`src/tsqb_pkg.sv`:
```
// shared types and constants for the threshold select quintic blend block
package tsqb_pkg;

    localparam int FRAC_BITS_DEF = 16;
    localparam int DATA_W        = 32;
    localparam int FALLOFF_W     = 31;
    localparam int NUM_W         = 33;
    localparam int DEN_W         = 32;
    localparam int CFG_IDX_W     = 2;

    localparam logic [CFG_IDX_W-1:0] REG_THRESHOLD = 2'd0;
    localparam logic [CFG_IDX_W-1:0] REG_FALLOFF   = 2'd1;

    localparam int QDEPTH = 4;
    localparam int QAW    = $clog2(QDEPTH);

    typedef enum logic [1:0] {
        SEL_LOW,
        SEL_HIGH,
        SEL_BLEND
    } t_sel;

    typedef struct packed {
        t_sel                     sel;
        logic signed [DATA_W-1:0] lo;
        logic signed [DATA_W-1:0] hi;
    } t_pay;

    typedef struct packed {
        t_pay             pay;
        logic [NUM_W-1:0] num;
        logic [DEN_W-1:0] den;
    } t_item;

    typedef struct packed {
        logic [QAW:0] count;
        logic         push;
        logic         pop;
    } t_q_status;

endpackage

```
`src/tsqb_queue.sv`:
```
// short queue between the classifying front end and the blend pipeline
module tsqb_queue (
    input  logic                i_clk,
    input  logic                i_rst_n,
    input  logic                i_push,
    input  tsqb_pkg::t_item     i_item,
    output logic                o_ready,
    output logic                o_valid,
    output tsqb_pkg::t_item     o_item,
    input  logic                i_pop,
    output tsqb_pkg::t_q_status o_status
);
    import tsqb_pkg::*;

    t_item          r_mem [QDEPTH];
    logic [QAW-1:0] r_wr;
    logic [QAW-1:0] r_rd;
    logic [QAW:0]   r_count;
    logic [QAW:0]   n_count;
    logic           push_ok;
    logic           pop_ok;

    assign o_ready = (r_count != (QAW+1)'(QDEPTH));
    assign o_valid = (r_count != '0);
    assign o_item  = r_mem[r_rd];
    assign push_ok = i_push && o_ready;
    assign pop_ok  = i_pop && o_valid;

    always_comb begin
        n_count = r_count;
        if (push_ok && !pop_ok) begin
            n_count = r_count + 1'b1;
        end else if (pop_ok && !push_ok) begin
            n_count = r_count - 1'b1;
        end
    end

    always_ff @(posedge i_clk) begin
        if (!i_rst_n) begin
            r_wr    <= '0;
            r_rd    <= '0;
            r_count <= '0;
        end else begin
            r_count <= n_count;
            if (push_ok) begin
                r_wr <= r_wr + 1'b1;
            end
            if (pop_ok) begin
                r_rd <= r_rd + 1'b1;
            end
        end
    end

    always_ff @(posedge i_clk) begin
        if (push_ok) begin
            r_mem[r_wr] <= i_item;
        end
    end

    assign o_status.count = r_count;
    assign o_status.push  = push_ok;
    assign o_status.pop   = pop_ok;

endmodule

```
`config.mk`:
```
export PLATFORM = sky130hd
export DESIGN_NAME = tsqb_queue
export DESIGN_NICKNAME = d
export VERILOG_FILES = /design/src/tsqb_pkg.sv /design/src/tsqb_queue.sv
export SDC_FILE = /design/constraint.sdc
export NUM_CORES = 1
export LEC_CHECK = 0
export BUFFER_PORTS_ARGS = -buffer_cell sky130_fd_sc_hd__buf_2
export CAP_MARGIN = 20
export CORE_MARGIN = 1.5
export CORE_UTILIZATION = 51
export DETAILED_ROUTE_END_ITERATION = 6
export MAX_ROUTING_LAYER = met4
export PLACE_DENSITY = 0.81
export SKIP_CTS_REPAIR_TIMING = 1
export SLEW_MARGIN = 10
export SYNTH_ARGS = -nofsm -noshare
export SYNTH_HDL_FRONTEND = slang
export SYNTH_SLANG_ARGS = --single-unit
```
`constraint.sdc`:
```
create_clock -name i_clk -period 4.3 [get_ports i_clk]
set_input_delay 0.215 -clock i_clk [delete_from_list [all_inputs] [get_ports i_clk]]
set_output_delay 0.215 -clock i_clk [all_outputs]
set_load 0.01 [all_outputs]
```
==> metrics.txt <==
Core Region=0.0376 sq mm; Reg2Reg Depth=4; Synth top area share=between 80% and 90%; Die H=between 150 and 200 um; wirelength, routed=38100 um; DP Area=roughly 0.021 sq mm; vias per std cell=between 5 and 6; vias in the first global route=~9000; Worst EP arrival=between 2 and 3 ns; total number of vias=roughly 9400; FMAX=0.343 GHz; Design Area, Final=0.0244 sq mm; warnings from Yosys=0; Levels on crit path=3; first drt pass iteration count=5; Crit Path Max Fanout=41; Syn Inst Count=736; Post-layout nets=approximately 1300; Synth Cell Area=0.0194 sq mm; max cap viols=0; layout cells sized above 1=about two fifths; drt drc=0; critical path class=flop to output pin; hold depth=4; syn avg cell area=about 26 sq um; top cells by area, synth=edfxtp_1 81%, mux4_2 15%, dfxtp_1 0.93%; area leader, netlist=edfxtp_1; Die Area=0.0392 sq mm; Hold Path Class=input pin to flop; critical path cell sequence=buf_4 -> mux4_2 -> buf_2; WP buf/inv=2; CTS tree=yes; register clock-pin slew on the reported worst setup and hold paths=~0.060 ns; number of synthesized register bits=533; Final setup viols=0; worst slew pin tran=between 0.8 and 0.9 ns; Peak VDD IR=roughly 0.00043 V; # rows=~70; Netlist cell types=24; worst rel slew slack=~42%; Clock Tree Root=clkbuf_16; Area growth syn-to-layout=25.9%; pwr/cell area=584 mW/mm^2; crit path max-delay cell type=dfxtp_4; gr ovfl total=0; Hold WS=~0.11 ns; TNS Setup=0 ns; pin count of the biggest net entering global routing=~80; P_leak=between 8 and 9 nW; Initial Util=just over 50%; Worst Skew=~0.019 ns; CTS sink cnt=about 530; total CTS buffers=53; DIE WIDTH=just under 200 um; clk buf depth=3; Final Max Slew Viols=0; Skew-Pair Late Insertion Delay=roughly 0.6 ns; antenna-violating nets left=0; CP Data Required Time=4.09 ns; CP max stage delay=0.92 ns; fin crit share=67.7%; DP HPWL=about 21000 um; boundary pin count=around 270; unrepaired setup endpoints after global routing=no; I/O Buffers=roughly 270; routability congestion estimate=around 0.72; crit start category=flop; CP endpoint kind=output pin; Reg area=about 0.016 sq mm; H-tree Lvls=2; Filler Cell Count=about 2400; Mapped Nets=877; final core occ=65.0%; Final Hold Fails=0; Seq/Total Area, Yosys=just over 80%; routed len/inst=about 22 um; crit-path leading delay family=flip-flops; antenna violations before repair=3; multi-input logic area=roughly 0.0032 sq mm; final worst path period need=a little under 3 ns; outcome=completed; initial drt markers=~630; All-Layer GR Usage=19.2%; first-pass GRT wire length=between 50000 and 60000 um
## synthesized netlist by cell type
cell / count
a21boi_0: 1
a21boi_2: 1
and2_1: 8
buf_2: 14
buf_4: 2
buf_6: 10
buf_8: 1
clkbuf_1: 6
dfxtp_1: 9
edfxtp_1: 524
fa_1: 1
ha_1: 5
inv_1: 4
mux2i_1: 3
mux4_2: 131
nand2_1: 5
nor2_1: 1
nor2b_1: 1
o21ai_0: 1
o311ai_0: 1
o31ai_2: 1
or3_1: 2
xnor2_1: 3
xor2_1: 1
## metrics by stage
stage / total power, mW / setup slack [ns] / std cells
6_report: 14.3 / 1.39 / 1732
2_1_floorplan: 8.65 / 1.29 / 736
3_3_place_gp: 9.75 / 1.90 / 1500
4_1_cts: 14.3 / 1.26 / 1597
3_5_place_dp: 9.81 / 1.81 / 1500
5_1_grt: 14.8 / 1.15 / 1732
## report_power, final
part           total [mW]  internal (mW)  switching [mW]
sequential           6.58           6.31           0.271
combinational        3.18           1.59            1.60
clock                4.49           2.67            1.82
total                14.3           10.6            3.69
## sequential cells by signal, indices dropped and copies added, names as in the netlist, named ones only
register,cells
r_count,3
r_mem,524
r_rd,2
r_wr,2
## final cells by class
cell class	instances	share of cell area, %
Multi-Input combinational cell	166	13.3
Sequential cell	533	65.2
Tap cell	511	2.62
Antenna cell	3	0.0307
Clock inverter	25	1.01
Clock buffer	72	5.98
Timing Repair Buffer	418	11.8
Inverter	4	0.0615
## metal layers
metal  share of wire, %  wire (um)  vias to the layer above  track usage (%)
li1                   -          -                     4060                -
met1                 41      15500                     4885             25.6
met2                 50      19000                      349             28.9
met3                6.9       2640                       74             5.11
met4                2.5        938                        0             6.73
met5                  0          0                        -                -
## placed cells by master, fill, tap and decap left out, types with 2 or more instances in the layout
cell           Yosys  layout
diode_2            0       3
or3_1              2       2
buf_2             14     272
and2_1             8       4
clkinv_2           0       2
dfxtp_4            0       2
mux4_2           131     131
buf_12             0       8
mux2i_1            3       3
and2_4             0       4
dfxtp_1            9       7
clkbuf_8           0       2
bufinv_16          0       5
clkinv_1           0      14
xnor2_1            3       3
clkbuf_16          0      55
nand2_1            5       5
ha_1               5       5
dlygate4sd3_1      0     132
inv_1              4       4
inv_6              0       2
edfxtp_1         524     524
clkbuf_1           6      15
buf_4              2       6
## path summary, 6_finish.rpt
kind | from | endpoint | slack, ns
max | flop | o_item[20] | 1.39
min | i_pop | flop | 0.11
max reg2reg | r_count[0] | r_mem[1][23] | 1.84
min reg2reg | r_wr[1] | r_wr[1] | 0.50
## cell families (layout without fill, tap and decap cells)
group	count (synthesis)	in the layout	share of synthesized area [%]
simple gates	17	17	0.471
flops	533	533	82.0
compound gates	5	5	0.232
mux	134	134	15.4
other cells	0	3	0
fa+ha+maj	6	6	0.426
xor+xnor	4	4	0.181
buf+inv	37	519	1.29
## tightest hold or removal path, delay by kind of cell
family	cells	cell delay, ns
simple gates	1	0.15
buf+inv	1	0.11
compound gates	1	0.09
xor+xnor	1	0.08
No activity file was read; power rests on OpenSTA's default activity.
