`config.mk`:
```
export PLATFORM = sky130hd
export DESIGN_NAME = tsqb_front
export DESIGN_NICKNAME = d
export VERILOG_FILES = /design/src/tsqb_pkg.sv /design/src/tsqb_front.sv
export SDC_FILE = /design/constraint.sdc
export NUM_CORES = 1
export LEC_CHECK = 0
export BUFFER_PORTS_ARGS = -buffer_cell sky130_fd_sc_hd__buf_2
export CAP_MARGIN = 10
export CELL_PAD_IN_SITES_DETAIL_PLACEMENT = 0
export CELL_PAD_IN_SITES_GLOBAL_PLACEMENT = 1
export CORE_MARGIN = 10
export CORE_UTILIZATION = 30
export CTS_CLUSTER_SIZE = 12
export DETAILED_ROUTE_END_ITERATION = 12
export GPL_TIMING_DRIVEN = 0
export PLACE_DENSITY = 0.72
export SLEW_MARGIN = 15
export SYNTH_ARGS = -nofsm -noshare
export SYNTH_HDL_FRONTEND = slang
export SYNTH_SLANG_ARGS = --single-unit
```
`constraint.sdc`:
```
create_clock -name i_clk -period 6.4 [get_ports i_clk]
set_clock_uncertainty 0.15 [all_clocks]
set_input_delay 1.28 -clock i_clk [delete_from_list [all_inputs] [get_ports i_clk]]
set_output_delay 1.28 -clock i_clk [all_outputs]
set_load 0.05 [all_outputs]
```
`src/tsqb_pkg.sv`:
```
// shared types and constants for the threshold select quintic blend block
package tsqb_pkg;

    localparam int FRAC_BITS_DEF = 16;
    localparam int DATA_W        = 32;
    localparam int FALLOFF_W     = 31;
    localparam int NUM_W         = 33;
    localparam int DEN_W         = 32;
    localparam int CFG_IDX_W     = 2;

    localparam logic [CFG_IDX_W-1:0] REG_THRESHOLD = 2'd0;
    localparam logic [CFG_IDX_W-1:0] REG_FALLOFF   = 2'd1;

    localparam int QDEPTH = 4;
    localparam int QAW    = $clog2(QDEPTH);

    typedef enum logic [1:0] {
        SEL_LOW,
        SEL_HIGH,
        SEL_BLEND
    } t_sel;

    typedef struct packed {
        t_sel                     sel;
        logic signed [DATA_W-1:0] lo;
        logic signed [DATA_W-1:0] hi;
    } t_pay;

    typedef struct packed {
        t_pay             pay;
        logic [NUM_W-1:0] num;
        logic [DEN_W-1:0] den;
    } t_item;

    typedef struct packed {
        logic [QAW:0] count;
        logic         push;
        logic         pop;
    } t_q_status;

endpackage

```
`src/tsqb_front.sv`:
```
// front end: configuration registers and band classification of each item
module tsqb_front (
    input  logic                           i_clk,
    input  logic                           i_rst_n,
    input  logic                           i_cfg_we,
    input  logic [tsqb_pkg::CFG_IDX_W-1:0] i_cfg_index,
    input  logic [tsqb_pkg::DATA_W-1:0]    i_cfg_data,
    input  logic signed [tsqb_pkg::DATA_W-1:0] i_control,
    input  logic signed [tsqb_pkg::DATA_W-1:0] i_low_value,
    input  logic signed [tsqb_pkg::DATA_W-1:0] i_high_value,
    output tsqb_pkg::t_item                o_item
);
    import tsqb_pkg::*;

    logic signed [DATA_W-1:0] r_threshold;
    logic [FALLOFF_W-1:0]     r_falloff;

    logic signed [33:0] ctl_w;
    logic signed [33:0] thr_w;
    logic signed [33:0] f_w;
    logic signed [33:0] lo_lim;
    logic signed [33:0] hi_lim;
    logic signed [33:0] num_w;

    always_ff @(posedge i_clk) begin
        if (!i_rst_n) begin
            r_threshold <= '0;
            r_falloff   <= '0;
        end else if (i_cfg_we) begin
            case (i_cfg_index)
                REG_THRESHOLD: r_threshold <= i_cfg_data;
                REG_FALLOFF:   r_falloff   <= i_cfg_data[FALLOFF_W-1:0];
                default:       ;
            endcase
        end
    end

    always_comb begin
        ctl_w  = {{2{i_control[DATA_W-1]}}, i_control};
        thr_w  = {{2{r_threshold[DATA_W-1]}}, r_threshold};
        f_w    = {3'b000, r_falloff};
        lo_lim = thr_w - f_w;
        hi_lim = thr_w + f_w;
        num_w  = ctl_w - lo_lim;

        o_item.pay.lo = i_low_value;
        o_item.pay.hi = i_high_value;
        o_item.num    = num_w[NUM_W-1:0];
        o_item.den    = {r_falloff, 1'b0};

        if (r_falloff == '0) begin
            o_item.pay.sel = (ctl_w < thr_w) ? SEL_LOW : SEL_HIGH;
        end else if (ctl_w < lo_lim) begin
            o_item.pay.sel = SEL_LOW;
        end else if (ctl_w > hi_lim) begin
            o_item.pay.sel = SEL_HIGH;
        end else begin
            o_item.pay.sel = SEL_BLEND;
        end
    end

endmodule

```
==> load_flow_metrics.sql <==
INSERT INTO impl_metrics (metric_group, metric, value, unit) VALUES
('status', 'run_status', 'complete, no violations', ''),
('yosys', 'post-synth-top-area-cell', 'sky130_fd_sc_hd__ha_1', ''),
('hold_path', 'holdCritPathClass', 'flop to flop', ''),
('global_routing', 'globalRoute.totalOverflow', '0', ''),
('yosys', 'synth.yosys.warnings', '0', ''),
('sta', 'worstMarginPinSlew', '0.807', 'ns'),
('sta', 'timing.final.ws_setup', '0.163', 'ns'),
('cts', 'clk_root_buf', 'sky130_fd_sc_hd__clkbuf_16', ''),
('place', 'final_hpwl_dp', '28000', 'um'),
('global_routing', 'grt_max_degree', '12', ''),
('detailed_routing', 'detailedRoute.firstIterationViolations', '498', ''),
('cts', 'cts_tree', 'done', ''),
('yosys', 'ys_ff_latch', '63', ''),
('detailed_routing', 'route.detailed.vias_per_inst', '4.90', ''),
('worst_setup_path', 'critPathLaunch', 'r_threshold[0]$_SDFFE_PN0P_', ''),
('yosys', 'syn-num-nets', '1539', ''),
('cts', 'cts_max_path_buffers', '2', ''),
('worst_setup_path', 'worst_setup_path_start_kind', 'flop', ''),
('cts', 'path_clk_slew', '0.06', 'ns'),
('worst_setup_path', 'rr_endpoint', 'r_falloff[30]$_SDFFE_PN0P_', ''),
('worst_setup_path', 'worst-setup-path-type', 'flop to primary output', ''),
('sta', 'fin_tns_setup', '0', 'ns'),
('yosys', 'yosys-top-cells-area', 'sky130_fd_sc_hd__ha_1 (21%), sky130_fd_sc_hd__dfxtp_1 (14%), sky130_fd_sc_hd__xnor2_1 (7.0%)', ''),
('detailed_routing', 'postRouteAntennaNets', '0', ''),
('sta', 'slew_headroom', '46.1', '%'),
('detailed_routing', 'dr_total_vias', '9195', ''),
('place', 'gp_congestion', '0.903', ''),
('finish', 'area.growth.synth_to_final', '27.3', '%'),
('detailed_routing', 'route.detailed.wl_per_inst', '17.5', 'um'),
('worst_setup_path', 'timing.critical_path.to_type', 'primary output', ''),
('cts', 'quantity_of_hold_fixing_buffers_added_after_cts', '0', ''),
('die', 'design.portCount', '264', ''),
('worst_setup_path', 'r2r_cells', '2', ''),
('cts', 'cts.sinks', '63', ''),
('yosys', 'synth_area', '9270', 'sq um'),
('sta', 'timing.final.crit_period', '6.24', 'ns'),
('place', 'buffer_ports.inserted', '197', ''),
('die', 'fp.dieW', '196', 'um'),
('finish', 'nets', '1767', ''),
('yosys', 'yosysUniqueCellTypes', '80', ''),
('global_routing', 'vias_in_the_first_global_route', '9174', ''),
('sta', 'maxClockFrequency', '160', 'MHz'),
('power_and_ir_drop', 'total_leakage_power', '5.30', 'nW'),
('power_and_ir_drop', 'fin_total_pwr', '3.29', 'mW'),
('global_routing', 'antenna_violations_before_repair', '6', ''),
('worst_setup_path', 'worstPathArrival', '4.81', 'ns'),
('job', 'timing.max_cap.violations', '0', ''),
('detailed_routing', 'drt_wl_total', '32900', 'um'),
('power_and_ir_drop', 'power-per-cell-area', '279', 'nW/um^2'),
('die', 'floorplan.die_area', '38300', 'sq um'),
('finish', 'fillerInstances', '3230', ''),
('yosys', 'post_synth.cell_area_avg', '7.45', 'sq um'),
('global_routing', 'grt_first_pass_wirelength', '50000', 'um'),
('worst_setup_path', 'cp.required', '4.97', 'ns'),
('global_routing', 'gr-usage-all-layers', '16.0', '%'),
('sta', 'final_min_period_over_clock_period', '97.5', '%'),
('die', 'die-height', '196', 'um'),
('die', 'floorplan.initialDensity', '30.4', '%'),
('finish', 'proportion_of_layout_cells_with_a_drive_suffix_above_1', '29.1', '%'),
('finish', 'most-common-layout-cells', 'sky130_fd_sc_hd__buf_2 (195), sky130_fd_sc_hd__nand2_1 (163), sky130_fd_sc_hd__ha_1 (151)', ''),
('yosys', 'synth_edf_count', '0', ''),
('yosys', 'seq_area_frac_synth', '13.6', '%'),
('worst_setup_path', 'worst-path-max-fanout', '4', ''),
('cts', 'cts_made_buffers', '9', ''),
('die', 'core_area', '30500', 'sq um'),
('finish', 'final_common_cell', 'sky130_fd_sc_hd__buf_2', ''),
('yosys', 'postSynthCellCount', '1244', ''),
('sta', 'timing_max_transition_violations_final', '0', ''),
('yosys', 'yosys_most_used_dff', 'sky130_fd_sc_hd__dfxtp_1', ''),
('worst_setup_path', 'reg2reg_setup_slack', '5.39', 'ns'),
('die', 'num_rows', '64', '');
-- flip-flops by register name, summed over array words and instances (netlist names) --
name	cells
r_threshold	32
r_falloff	31
-- power breakdown --
| part | switching [mW] | internal, mW |
|---|---|---|
| clock network | 0.173 | 0.337 |
| registers | 0.0228 | 0.405 |
| logic | 1.57 | 0.786 |
-- synth_stat cells (25+ instances only) --
master                     count
sky130_fd_sc_hd__a21oi_1      88
sky130_fd_sc_hd__inv_1        97
sky130_fd_sc_hd__xnor2_1      74
sky130_fd_sc_hd__a21boi_0     63
sky130_fd_sc_hd__dfxtp_1      63
sky130_fd_sc_hd__nor2_1       86
sky130_fd_sc_hd__clkbuf_1     32
sky130_fd_sc_hd__nand2_1     164
sky130_fd_sc_hd__ha_1        159
sky130_fd_sc_hd__nand4_1      25
sky130_fd_sc_hd__a21o_1       38
sky130_fd_sc_hd__o21ai_0      36
sky130_fd_sc_hd__buf_4        67
-- how the worst min path moves through the flow --
stage | startpoint | to | slack (ns) | depth (start not counted)
after floorplan | r_threshold[0]$_SDFFE_PN0P_ | r_threshold[0]$_SDFFE_PN0P_ | 0.32 | 2
after global placement | r_threshold[2]$_SDFFE_PN0P_ | r_threshold[2]$_SDFFE_PN0P_ | 0.34 | 2
after detailed placement | r_threshold[2]$_SDFFE_PN0P_ | r_threshold[2]$_SDFFE_PN0P_ | 0.36 | 2
after CTS | r_threshold[25]$_SDFFE_PN0P_ | r_threshold[25]$_SDFFE_PN0P_ | 0.36 | 2
after global routing | r_threshold[26]$_SDFFE_PN0P_ | r_threshold[26]$_SDFFE_PN0P_ | 0.38 | 2
final | r_threshold[26]$_SDFFE_PN0P_ | r_threshold[26]$_SDFFE_PN0P_ | 0.36 | 2
-- what timing repair did --
action / CTS / global route
setup endpoints to repair: 14 / 15
pin swaps: 10 / 59
setup buffers: 8 / 17
resized for setup: 35 / 95
-- cell type report --
type / instances / area (sq um) / share of cell area (%)
Antenna cell: 5 / 12.5 / 0.106
Buffer: 108 / 677 / 5.74
Clock buffer: 9 / 225 / 1.91
Clock inverter: 6 / 86.3 / 0.732
Inverter: 103 / 387 / 3.28
Multi-Input combinational cell: 965 / 7400 / 62.8
Sequential cell: 63 / 1290 / 11.0
Tap cell: 396 / 495 / 4.20
Timing Repair Buffer: 222 / 1210 / 10.3
-- per-layer routing --
metal / global-route usage (%) / vias up / share of wire (%)
li1: - / 4727 / -
met1: 21.2 / 4154 / 48
met2: 25.1 / 273 / 44
met5: 0 / - / 0.064
met4: 4.78 / 4 / 1.7
met3: 3.60 / 37 / 6.5
-- critical path, cell delays in order, from the launching register on --
cell and delay [ns]:
sky130_fd_sc_hd__dfxtp_4 0.36, sky130_fd_sc_hd__inv_1 0.06, sky130_fd_sc_hd__ha_2 0.18, sky130_fd_sc_hd__inv_2 0.04
sky130_fd_sc_hd__fa_2 0.40, sky130_fd_sc_hd__a21oi_2 0.19, sky130_fd_sc_hd__o21ai_2 0.11, sky130_fd_sc_hd__a211oi_4 0.25
sky130_fd_sc_hd__buf_6 0.15, sky130_fd_sc_hd__o31ai_1 0.10, sky130_fd_sc_hd__a21o_1 0.19, sky130_fd_sc_hd__a21oi_1 0.18
sky130_fd_sc_hd__xnor2_1 0.18, sky130_fd_sc_hd__ha_1 0.32, sky130_fd_sc_hd__a21oi_1 0.22, sky130_fd_sc_hd__o21ai_2 0.12
sky130_fd_sc_hd__a221oi_4 0.29, sky130_fd_sc_hd__nand2_2 0.10, sky130_fd_sc_hd__o21ai_4 0.20, sky130_fd_sc_hd__o31ai_4 0.09
sky130_fd_sc_hd__a21oi_2 0.20, sky130_fd_sc_hd__o21ai_2 0.09, sky130_fd_sc_hd__a32o_2 0.27, sky130_fd_sc_hd__buf_8 0.15
-- metrics by stage --
| stage | cells | hold slack (ns) | utilization (%) | instance area, sq um |
|---|---|---|---|---|
| finish | 1877 | 0.360 | 38.7 | 11800 |
| global route | 1876 | 0.384 | 38.6 | 11800 |
| floorplan | 1244 | 0.324 | - | 9300 |
| global placement | 1837 | 0.342 | 35.3 | 10800 |
| CTS | 1859 | 0.365 | 37.2 | 11300 |
| detailed placement | 1837 | 0.357 | 35.3 | 10800 |
-- cells by family (layout without fill, tap and decap cells) --
kind of cell,after synthesis,in the layout,synth area share [%]
other,1,6,0.0405
xor gates and xnor gates,88,88,8.32
buffers and inverters,216,448,11.6
AOI/OAI and AO/OA,344,344,26.0
and+or+nand+nor,370,370,18.3
DFF,63,63,13.6
adders and majority gates,162,162,22.1
Note: power is estimated with default switching activity, not from simulation.
